$ cat src/hdl/xorshift_fisher_yates_shuffler_unit_macros.svh
// assertion macros for the shuffler unit
`ifndef XORSHIFT_FISHER_YATES_SHUFFLER_UNIT_MACROS_SVH
`define XORSHIFT_FISHER_YATES_SHUFFLER_UNIT_MACROS_SVH

// same-cycle implication, sampled on i_clk, off while i_rst_n is low
`define XFYS_ASSERT_NOW(lbl, ante, cons, msg) \
    lbl: assert property (@(posedge i_clk) disable iff (!i_rst_n) (ante) |-> (cons)) \
        else $error(msg);

// next-cycle implication, sampled on i_clk, off while i_rst_n is low
`define XFYS_ASSERT_NEXT(lbl, ante, cons, msg) \
    lbl: assert property (@(posedge i_clk) disable iff (!i_rst_n) (ante) |=> (cons)) \
        else $error(msg);

`endif

$ cat src/hdl/xfys_pkg.sv
// shared types, constants and the generator step of the shuffler unit
`timescale 1ns / 1ps
`default_nettype none

package xfys_pkg;

    localparam int CAPACITY_DEF  = 64;
    localparam int ITEM_BITS_DEF = 16;
    localparam int GEN_BITS      = 32;

    localparam logic [GEN_BITS-1:0] SEED_RESET      = 32'h00C0_FFEE;
    localparam logic [GEN_BITS-1:0] ZERO_STATE_FILL = 32'hDEAD_BEEF;

    localparam int XS_SHIFT_A = 13;
    localparam int XS_SHIFT_B = 17;
    localparam int XS_SHIFT_C = 5;

    typedef enum logic [3:0] {
        ST_LOAD,
        ST_DRAW,
        ST_DIV,
        ST_RD_I,
        ST_RD_J,
        ST_WR_I,
        ST_WR_J,
        ST_EMIT_RD,
        ST_EMIT_LD
    } t_state;

    typedef struct packed {
        logic busy;
        logic done;
    } t_div_status;

    // one xorshift32 step, zero state replaced first
    function automatic logic [GEN_BITS-1:0] xs32_step(input logic [GEN_BITS-1:0] s);
        logic [GEN_BITS-1:0] x;
        x = (s == '0) ? ZERO_STATE_FILL : s;
        x = x ^ (x << XS_SHIFT_A);
        x = x ^ (x >> XS_SHIFT_B);
        x = x ^ (x << XS_SHIFT_C);
        return x;
    endfunction

endpackage

`default_nettype wire

$ cat src/hdl/xorshift_fisher_yates_shuffler_unit.sv
// top level of the xorshift32 driven fisher-yates shuffler unit
`timescale 1ns / 1ps
`default_nettype none

// Random permutation engine. Items arrive on the slave stream and are queued
// into an internal store of CAPACITY entries, one item per cycle; items beyond
// capacity are dropped without notice. The item flagged with tlast is queued
// too and closes the batch: the block then stops taking items, shuffles the
// store with a fisher-yates pass (for i from count-1 down to 1, j = draw mod
// (i+1), swap entries i and j) and sends every item out on the master stream
// in store order, tlast on the final one. Each swap takes the xorshift32 draw,
// the bit-serial remainder unit (32 iterations plus the done flag), and the
// store (two registered reads, two writes). Emission reads each item from the
// store, waits while the master side stalls, then loads the output register.
// The generator state persists across batches; a write on the cfg channel
// reloads it with the seed (zero loads 0xC0FFEE instead). Seed writes are meant
// for idle time only.
module xorshift_fisher_yates_shuffler_unit
    import xfys_pkg::*;
#(
    parameter int CAPACITY  = CAPACITY_DEF,
    parameter int ITEM_BITS = ITEM_BITS_DEF,
    localparam int DATA_BITS = ((ITEM_BITS + 7) / 8) * 8
) (
    input  wire                  i_clk,
    input  wire                  i_rst_n,
    // seed write channel
    input  wire                  i_cfg_valid,
    output logic                 o_cfg_ready,
    input  wire [GEN_BITS-1:0]   i_cfg_data,
    // item stream in
    input  wire                  i_s_axis_tvalid,
    output logic                 o_s_axis_tready,
    input  wire [DATA_BITS-1:0]  i_s_axis_tdata,  // item_value, zero pad
    input  wire                  i_s_axis_tlast,  // batch_end
    // shuffled stream out
    output logic                 o_m_axis_tvalid,
    input  wire                  i_m_axis_tready,
    output logic [DATA_BITS-1:0] o_m_axis_tdata,  // out_value, zero pad
    output logic                 o_m_axis_tlast   // out_last
);

`include "xorshift_fisher_yates_shuffler_unit_macros.svh"

    localparam int IW = $clog2(CAPACITY);       // store index
    localparam int CW = $clog2(CAPACITY + 1);   // item count

    // sequencer and bookkeeping
    t_state                r_state, n_state;
    logic [CW-1:0]         r_count, n_count;    // items queued so far
    logic [CW-1:0]         r_n, n_n;            // batch size being worked on
    logic [IW-1:0]         r_i, n_i;            // fisher-yates upper index
    logic [IW-1:0]         r_j, n_j;            // drawn partner index
    logic [IW-1:0]         r_k, n_k;            // emission index
    logic [GEN_BITS-1:0]   r_gen, n_gen;        // xorshift32 state
    logic [ITEM_BITS-1:0]  r_vi, n_vi;          // entry i held during swap

    // output register
    logic                  r_out_valid, n_out_valid;
    logic [ITEM_BITS-1:0]  r_out_value, n_out_value;
    logic                  r_out_last, n_out_last;

    // item store, one write and one registered read per cycle
    logic [ITEM_BITS-1:0]  r_mem [CAPACITY];
    logic [ITEM_BITS-1:0]  r_rdata;
    logic                  w_we;
    logic [IW-1:0]         w_waddr;
    logic [ITEM_BITS-1:0]  w_wdata;
    logic [IW-1:0]         w_raddr;

    // shared remainder unit
    logic                  w_div_start;
    t_div_status           w_div_status;
    logic [CW-1:0]         w_div_rem;
    logic [GEN_BITS-1:0]   w_draw;

    logic [CW-1:0]         w_count_inc;
    logic                  w_out_free;
    logic                  w_emit_last;

    assign w_draw      = xs32_step(r_gen);
    assign w_out_free  = !r_out_valid || i_m_axis_tready;
    assign w_emit_last = ((CW'(r_k) + CW'(1)) == r_n);
    assign w_count_inc = (r_count < CW'(CAPACITY)) ? (r_count + CW'(1)) : r_count;

    xfys_divider #(
        .DIVISOR_BITS (CW)
    ) u_div (
        .i_clk       (i_clk),
        .i_rst_n     (i_rst_n),
        .i_start     (w_div_start),
        .i_dividend  (w_draw),
        .i_divisor   (CW'(r_i) + CW'(1)),
        .o_status    (w_div_status),
        .o_remainder (w_div_rem)
    );

    always_comb begin
        n_state     = r_state;
        n_count     = r_count;
        n_n         = r_n;
        n_i         = r_i;
        n_j         = r_j;
        n_k         = r_k;
        n_gen       = r_gen;
        n_vi        = r_vi;
        n_out_valid = r_out_valid;
        n_out_value = r_out_value;
        n_out_last  = r_out_last;
        w_we        = 1'b0;
        w_waddr     = r_count[IW-1:0];
        w_wdata     = i_s_axis_tdata[ITEM_BITS-1:0];
        w_raddr     = r_i;
        w_div_start = 1'b0;
        o_s_axis_tready = 1'b0;

        // result taken downstream
        if (r_out_valid && i_m_axis_tready) begin
            n_out_valid = 1'b0;
        end

        // seed write reloads the generator
        if (i_cfg_valid) begin
            n_gen = (i_cfg_data == '0) ? SEED_RESET : i_cfg_data;
        end

        case (r_state)
            ST_LOAD: begin
                o_s_axis_tready = 1'b1;
                if (i_s_axis_tvalid) begin
                    // append unless full
                    w_we = (r_count < CW'(CAPACITY));
                    if (i_s_axis_tlast) begin
                        n_count = '0;
                        n_n     = w_count_inc;
                        n_i     = IW'(w_count_inc - CW'(1));
                        n_k     = '0;
                        // single-item batch needs no draws
                        n_state = (w_count_inc == CW'(1)) ? ST_EMIT_RD : ST_DRAW;
                    end else begin
                        n_count = w_count_inc;
                    end
                end
            end
            ST_DRAW: begin
                n_gen       = w_draw;
                w_div_start = 1'b1;
                n_state     = ST_DIV;
            end
            ST_DIV: begin
                if (w_div_status.done) begin
                    n_j     = w_div_rem[IW-1:0];
                    n_state = ST_RD_I;
                end
            end
            ST_RD_I: begin
                w_raddr = r_i;
                n_state = ST_RD_J;
            end
            ST_RD_J: begin
                n_vi    = r_rdata;
                w_raddr = r_j;
                n_state = ST_WR_I;
            end
            ST_WR_I: begin
                w_we    = 1'b1;
                w_waddr = r_i;
                w_wdata = r_rdata;
                n_state = ST_WR_J;
            end
            ST_WR_J: begin
                w_we    = 1'b1;
                w_waddr = r_j;
                w_wdata = r_vi;
                if (r_i == IW'(1)) begin
                    n_state = ST_EMIT_RD;
                end else begin
                    n_i     = r_i - IW'(1);
                    n_state = ST_DRAW;
                end
            end
            ST_EMIT_RD: begin
                w_raddr = r_k;
                n_state = ST_EMIT_LD;
            end
            ST_EMIT_LD: begin
                // keep the read address so the data stays put while stalled
                w_raddr = r_k;
                if (w_out_free) begin
                    n_out_valid = 1'b1;
                    n_out_value = r_rdata;
                    n_out_last  = w_emit_last;
                    if (w_emit_last) begin
                        n_state = ST_LOAD;
                    end else begin
                        n_k     = r_k + IW'(1);
                        n_state = ST_EMIT_RD;
                    end
                end
            end
            default: begin
                n_state = ST_LOAD;
            end
        endcase
    end

    always_ff @(posedge i_clk) begin
        if (!i_rst_n) begin
            r_state     <= ST_LOAD;
            r_count     <= '0;
            r_n         <= '0;
            r_i         <= '0;
            r_j         <= '0;
            r_k         <= '0;
            r_gen       <= SEED_RESET;
            r_out_valid <= 1'b0;
        end else begin
            r_state     <= n_state;
            r_count     <= n_count;
            r_n         <= n_n;
            r_i         <= n_i;
            r_j         <= n_j;
            r_k         <= n_k;
            r_gen       <= n_gen;
            r_out_valid <= n_out_valid;
        end
        r_vi        <= n_vi;
        r_out_value <= n_out_value;
        r_out_last  <= n_out_last;
    end

    always_ff @(posedge i_clk) begin
        if (w_we) begin
            r_mem[w_waddr] <= w_wdata;
        end
        r_rdata <= r_mem[w_raddr];
    end

    assign o_cfg_ready     = 1'b1;
    assign o_m_axis_tvalid = r_out_valid;
    assign o_m_axis_tdata  = DATA_BITS'(r_out_value);
    assign o_m_axis_tlast  = r_out_last;

    // checks on the sequencer
    `XFYS_ASSERT_NEXT(a_div_started, r_state == ST_DRAW, w_div_status.busy, "divider not started")
    `XFYS_ASSERT_NEXT(a_j_in_range, (r_state == ST_DIV) && w_div_status.done, r_j <= r_i, "j above i")
    `XFYS_ASSERT_NOW(a_count_bound, 1'b1, r_count <= CW'(CAPACITY), "count beyond capacity")
    `XFYS_ASSERT_NOW(a_emit_index, r_state == ST_EMIT_LD, CW'(r_k) < r_n, "emit index beyond batch")

endmodule

`default_nettype wire

$ cat src/hdl/xfys_divider.sv
// iterative restoring divider, one quotient bit per cycle, remainder only
`timescale 1ns / 1ps
`default_nettype none

module xfys_divider
    import xfys_pkg::*;
#(
    parameter int DIVISOR_BITS = 7
) (
    input  wire                     i_clk,
    input  wire                     i_rst_n,
    input  wire                     i_start,
    input  wire [GEN_BITS-1:0]      i_dividend,
    input  wire [DIVISOR_BITS-1:0]  i_divisor,
    output t_div_status             o_status,
    output logic [DIVISOR_BITS-1:0] o_remainder
);

    localparam int CNT_BITS = $clog2(GEN_BITS);

    logic                    r_busy, n_busy;
    logic                    r_done, n_done;
    logic [CNT_BITS-1:0]     r_cnt, n_cnt;
    logic [GEN_BITS-1:0]     r_dvd, n_dvd;
    logic [DIVISOR_BITS-1:0] r_div, n_div;
    logic [DIVISOR_BITS-1:0] r_rem, n_rem;
    logic [DIVISOR_BITS:0]   w_trial;

    assign w_trial = {r_rem, r_dvd[GEN_BITS-1]};

    always_comb begin
        n_busy = r_busy;
        n_done = 1'b0;
        n_cnt  = r_cnt;
        n_dvd  = r_dvd;
        n_div  = r_div;
        n_rem  = r_rem;
        if (i_start) begin
            n_busy = 1'b1;
            n_cnt  = '0;
            n_dvd  = i_dividend;
            n_div  = i_divisor;
            n_rem  = '0;
        end else if (r_busy) begin
            // shift one dividend bit in, subtract when it fits
            if (w_trial >= {1'b0, r_div}) begin
                n_rem = DIVISOR_BITS'(w_trial - {1'b0, r_div});
            end else begin
                n_rem = w_trial[DIVISOR_BITS-1:0];
            end
            n_dvd = {r_dvd[GEN_BITS-2:0], 1'b0};
            n_cnt = r_cnt + CNT_BITS'(1);
            if (r_cnt == CNT_BITS'(GEN_BITS - 1)) begin
                n_busy = 1'b0;
                n_done = 1'b1;
            end
        end
    end

    always_ff @(posedge i_clk) begin
        if (!i_rst_n) begin
            r_busy <= 1'b0;
            r_done <= 1'b0;
            r_cnt  <= '0;
        end else begin
            r_busy <= n_busy;
            r_done <= n_done;
            r_cnt  <= n_cnt;
        end
        r_dvd <= n_dvd;
        r_div <= n_div;
        r_rem <= n_rem;
    end

    assign o_status.busy = r_busy;
    assign o_status.done = r_done;
    assign o_remainder   = r_rem;

endmodule

`default_nettype wire

$ cat config.mk
export PLATFORM = sky130hd
export DESIGN_NAME = xorshift_fisher_yates_shuffler_unit
export DESIGN_NICKNAME = d
export VERILOG_FILES = /design/src/hdl/xfys_pkg.sv /design/src/hdl/xorshift_fisher_yates_shuffler_unit.sv /design/src/hdl/xfys_divider.sv
export VERILOG_INCLUDE_DIRS = /design/src /design/src/hdl
export SDC_FILE = /design/constraint.sdc
export NUM_CORES = 2
export LEC_CHECK = 0
export ABC_AREA = 1
export BUFFER_PORTS_ARGS = -buffer_cell sky130_fd_sc_hd__clkbuf_2
export CORE_ASPECT_RATIO = 0.9
export CORE_MARGIN = 2
export CORE_UTILIZATION = 40
export DETAILED_ROUTE_END_ITERATION = 10
export HOLD_SLACK_MARGIN = 0.03
export SYNTH_ARGS = -nofsm -noshare
export SYNTH_HDL_FRONTEND = slang
export SYNTH_SLANG_ARGS = --single-unit
$ cat constraint.sdc
create_clock -name i_clk -period 3.5 [get_ports i_clk]
set_input_delay 0.175 -clock i_clk [delete_from_list [all_inputs] [get_ports i_clk]]
set_output_delay 0.175 -clock i_clk [all_outputs]
set_load 0.1 [all_outputs]
# Yosys cells after proc, flatten, opt, wreduce, memory -nomap -nowiden
# Memory sizes are Yosys's and may differ from the RTL's. A register that Yosys moved wholly into a read port is not among the register bits.
# Cells that the tools add are included.
# Widths: inputs -> output; s select.
word_totals:
  n_memories: 1
  mem_bits_rw: 1024
  register_bits: 155
  in_bits: 54
op_classes:
  magnitude_cmp: 2
  bitwise_logic: 5
  add_sub_neg: 8
  n_eq_ne: 18
  n_mux: 42
  n_reduce_logical: 21
memory_table:
  columns: ["memory", "depth", "word_bits", "read_ports", "rd_clocked_by_memory_dff", "wr", "line", "text"]
  rows:
  - ["r_mem", 64, 16, 1, 1, 1, "xorshift_fisher_yates_shuffler_unit.sv:64", "logic [ITEM_BITS-1:0] r_mem [CAPACITY];"]
ops:
  columns: ["op", "n"]
  rows:
  - ["$mux 32", 6]
  - ["$logic_not 32->1", 2]
  - ["$xor 32x32->32", 2]
  - ["$pmux 6 s2", 4]
  - ["$mux 6", 7]
  - ["$pmux 4 s9", 1]
  - ["$pmux 16 s2", 1]
  - ["$xor 32x15->32", 1]
  - ["$mux 7", 3]
  - ["$eq 4x3->1 const B", 4]
  - ["$mux 4", 4]
  - ["$add 6x1->7 const B", 2]
  - ["$mux 1", 12]
  - ["$sub 6x1->6 const B", 2]
  - ["$ne 2x2->1 const B", 5]
  - ["$mux 3", 3]
  - ["$eq 4x2->1 const B", 2]
  - ["$ge 8x7->1", 1]
  - ["$reduce_and 4->1", 2]
  - ["$reduce_bool 2->1", 4]
  - ["$add 7x1->7 const B", 1]
  - ["$eq 7x1->1 const B", 1]
  - ["$eq 7x7->1", 1]
  - ["$lt 7x7->1 const B", 1]
  - ["19 further kinds", 24]

# Longest topological paths before layout
logic_depth:
  ltp_word: 7
  depth_mapped: 16

# By module
# From an unflattened synthesis, not the netlist that was laid out.
hier_totals:
  hier_cells: 5095
  hier_area_um2: 53651.5
by_module_without_submodules:
  columns: ["mod", "area_per_inst_um2", "cells_each", "n_inst"]
  rows:
  - ["xorshift_fisher_yates_shuffler_unit", 51077.7, 4804, 1]
  - ["xfys_divider", 2573.7, 291, 1]

# Least setup slack after synthesis
# OpenSTA, ideal clock, no wires.
synth_timing:
  path_kind: "register to register"
  start: "register r_state[3]"
  end: "memory r_mem[46][0] (netlist bit) (enable)"
  period_less_slack_ns: 3.981
  n_path_buf: 0
  slack_ns: -0.481
  arrival_time_ns: 3.592
  stages_incl_launch_ff: 10
  path_cell_list: "dfxtp_1 nor2_2 inv_1 nor2_1 inv_1 nor2_1 inv_2 o21ai_2 nand3_1 nor2_1"
synth_via:
  elab_chain_len: 5
  word_cells_on_any_way: 8
synth_rtl:
  columns: ["item", "line", "text"]
  rows:
  - ["from (decl)", "xorshift_fisher_yates_shuffler_unit.sv:49", "t_state r_state, n_state;"]
  - ["from (signal assigned)", "xorshift_fisher_yates_shuffler_unit.sv:218", "r_state <= n_state;"]
  - ["$eq 4x3->1", "xorshift_fisher_yates_shuffler_unit.sv:127", "case (r_state)"]
  - ["$reduce_or 2->1 (no line)", null, null]
  - ["$pmux 1 s2", "xorshift_fisher_yates_shuffler_unit.sv:127", null]
  - ["$mux 1", "xorshift_fisher_yates_shuffler_unit.sv:233", "if (w_we) begin"]
  - ["$mux 1 (implied by the code)", "xorshift_fisher_yates_shuffler_unit.sv:234", "r_mem[w_waddr] <= w_wdata;"]
  - ["to (decl)", "xorshift_fisher_yates_shuffler_unit.sv:64", null]
# Parallel ways exist; a longest one is shown, timed or not.

# Final worst setup path
layout_timing:
  start: "register r_gen[28]"
  end: "register r_gen[16]"
layout_via:
  elab_chain_len: 6
layout_rtl:
  columns: ["item", "line", "text"]
  rows:
  - ["from (decl)", "xorshift_fisher_yates_shuffler_unit.sv:55", "logic [GEN_BITS-1:0] r_gen, n_gen;"]
  - ["from (signal assigned)", "xorshift_fisher_yates_shuffler_unit.sv:224", "r_gen <= n_gen;"]
  - ["$logic_not 32->1", "xfys_pkg.sv:38", "x = (s == '0) ? ZERO_STATE_FILL : s;"]
  - ["$mux 32 *", "xfys_pkg.sv:38", null]
  - ["$xor 32x32->32 *", "xfys_pkg.sv:39", "x = x ^ (x << XS_SHIFT_A);"]
  - ["$xor 32x15->32 *", "xfys_pkg.sv:40", "x = x ^ (x >> XS_SHIFT_B);"]
  - ["$xor 32x32->32 *", "xfys_pkg.sv:41", "x = x ^ (x << XS_SHIFT_C);"]
  - ["$mux 32 *", "xorshift_fisher_yates_shuffler_unit.sv:127", null]
# Mark *: on every way between the ends. The rest lies on a longest branch, timed or not.
# A chain may end at the register's enable or synchronous reset.

==> flow_summary.yaml <==
final_layout:
  utilization_pct: 46.4
  mostFrequentLayoutCells: "nand3_1, edfxtp_1, nand2_1"
  nFillCells: 12100
  design_area_sq_um: 61600
  final_common_cell: "nand3_1"
  antennaDiodeCount: 0
  area_delta_synth_final_pct: 15.3
  drive_gt1_share_pct: 9.24
  fin_nets: 5273
min_path:
  worstHoldPathType: "in2reg"
worst_setup_path:
  slowest_delay_ns: 0.66
  worstSetupEndpointType: "flip-flop"
  critPathRequiredTime_ns: 4.20
  start_kind: "flip-flop"
  worst-path-max-fanout: 10
  critPathKind: "reg2reg"
  cp.arrival_ns: 3.89
  crit_chain: "nor4_1 -> nand4_1 -> nor2_1 -> o21ai_0 -> o21ai_0 -> nand2_1 -> nand3_1 -> dlygate4sd3_1 -> nand2_1 -> dlygate4sd3_1 -> inv_1"
  cp_slowest_cell: "nor2_1"
synth:
  synth-xor-area-share_pct: 1.13
  yosys.area.top_type_share_pct: 61.6
  synth.area.mux_share_pct: 0
  async_reset_ff_share_pct: 0
  synth_cell_types: 39
  syn-cell-area_sq_um: 53400
  synth_simple_gate_area_share_pct: 23.9
  synth_top_cell_by_area: "edfxtp_1"
  synth_compound_area_share_pct: 1.94
  synth_edf_count: 1096
  synthesis.nets: 5128
  postSynthAreaPerCell_sq_um: 10.6
  synth_top_family_by_area: "simple AND/OR/NAND/NOR gates"
  synthCells: 5057
  synth_area_leaders: "edfxtp_1, nand3_1, nand2_1"
  synthAdderAreaFrac_pct: 0.412
  yosysSeqAreaShare_pct: 65.3
  synth_flop_cell: "edfxtp_1"
  yosys_warnings: 0
  ys_ff_latch: 1195
timing:
  fin_setup_tns_ns: 0
  worst_pin_slew_ns: 0.940
  hold_viol: 0
  fin_crit_sh_pct: 91.3
  slew_viol_final: 0
  max_clock_freq_ghz: 0.313
  rsz0062_at_grt: "false"
  relSlewSlack_pct: 37.2
  post-route-min-period_ns: 3.20
  fin_skew_ns: 0.0360
  setup_viol: 0
floorplan:
  coreArea_sq_um: 133000
  initial_core_util_pct: 40.2
  dieArea_sq_um: 136000
  die_h_um: 351
  ios: 74
  die_x_um: 389
  rows: 127
clock_network:
  cts.sinks: 1195
  insertion_delay_ns: 0.76
  clock-root-buffer: "clkbuf_16"
  cts_tree: "built"
  cts_buffer_depth: 3
  clk_pin_slew_ns: 0.06
  cts_setup_buffers: 0
  cts_buffers: 133
  cts-htree-levels: 4
global_route:
  antenna_found_initial: 2
  grt_max_degree: 129
  grt_pass1_vias: 35200
  grt_pass1_wl_um: 234000
  grt_util_all_layers_pct: 23.1
  grt-ovfl-total: 0
detailed_routing:
  drc_errors: 0
  vias: 38100
  first_iter_violations: 4632
  drt_first_pass_iters: 6
  drt-total-wl_um: 160000
  wire_per_inst_um: 22.7
  antenna_left: 0
  via_per_inst: 5.41
placed_design:
  hpwl_um: 98900
  gp_congestion: 0.941
  dpl-instance-area_sq_um: 56800
  port_buffers: 72
power:
  ir_worst_vdd_uv: 636
  total_leakage_power_nw: 23.8
  powerDensity_nw_per_um2: 697
job:
  cap_violations: 0
status:
  status: "completed"
-- cells by family after synthesis --
| kind of cell | after synthesis |
|---|---|
| xor gates and xnor gates | 69 |
| buffers and inverters | 990 |
| DFF | 1195 |
| and+or+nand+nor | 2599 |
| adders and majority gates | 17 |
| other | 1 |
| AOI/OAI and AO/OA | 186 |
-- flip-flops by register name, indices dropped and copies added (netlist names), 4 cells and up --
signal / flops
r_mem: 1024
r_gen: 32
u_div.r_dvd: 32
o_m_axis_tdata: 16
r_rdata: 16
r_vi: 16
r_count: 7
r_n: 7
u_div.o_remainder: 7
u_div.r_div: 7
r_i: 6
r_j: 6
r_k: 6
u_div.r_cnt: 5
r_state: 4
-- power breakdown --
part           internal [mW]  switching [mW]
Combinational           3.28            8.35
Sequential              17.2           0.636
Clock                   7.73            5.69
Total                   28.2            14.7
-- area by class of cell --
type | instances | area, sq um | share of cell area [%]
flip-flops and latches | 1195 | 34900 | 56.7
multi-input cells | 2872 | 14900 | 24.1
clock buffers | 177 | 3630 | 5.89
repair buffers | 320 | 2950 | 4.80
inverters | 680 | 2560 | 4.16
well taps | 1741 | 2180 | 3.54
clock inverters | 60 | 497 | 0.807
-- layer usage --
metal  up-vias  share of wire (%)  track usage [%]
li1      17600                  -                -
met1     18500                 44             33.9
met2      1729                 43             34.0
met3       260                9.6             4.78
met4         0                3.0             7.60
met5         -                  0                0
-- critical path, delay by kind of cell (launching register included) --
family,cells,cell delay (ns)
AO/OA/AOI/OAI,2,0.24
buffers and inverters,3,1.17
flip-flops,1,0.33
AND/OR/NAND/NOR,6,1.39
-- metrics by stage --
step | power (mW) | worst slack [ns] | cells | hold slack (ns)
6_report | 42.9 | 0.303 | 7045 | 0.175
5_1_grt | 44.6 | 0.131 | 7045 | 0.186
4_1_cts | 42.9 | 0.165 | 7044 | 0.0403
3_5_place_dp | 29.4 | 0.365 | 6746 | 0.458
3_3_place_gp | 29.3 | 0.403 | 6746 | 0.447
2_1_floorplan | 24.6 | 0.0618 | 5057 | 0.328
-- what timing repair did --
| item | 4_1_cts | 5_1_grt |
|---|---|---|
| hold buffers | 61 | 1 |
| gates resized for setup | 0 | 2 |
| hold endpoints to repair | 62 | 1 |
| setup endpoints to repair | 0 | 4 |
-- cells in the mapped netlist, drive strengths merged, types with 2 or more instances --
cell / count
a211oi: 4
a21oi: 59
a31oi: 9
buf: 196
clkbuf: 114
dfxtp: 99
edfxtp: 1096
ha: 16
inv: 680
nand2: 894
nand3: 1154
nand3b: 374
nand4: 14
nor2: 126
nor3: 14
nor4: 16
o2111ai: 2
o211ai: 12
o21ai: 82
o22ai: 15
or2: 5
xnor2: 26
xor2: 43
-- path summary, 6_finish.rpt --
kind                         end              start  depth (start not counted)  slack (ns)
setup reg to reg       r_gen[16]          r_gen[28]                         11        0.30
setup / recovery       r_gen[16]          r_gen[28]                         11        0.30
hold / removal       r_mem[5][2]  i_s_axis_tdata[2]                          3        0.18
hold reg to reg   u_div.r_cnt[4]     u_div.r_cnt[4]                          2        0.47
Power figures use the tool's default switching activity.
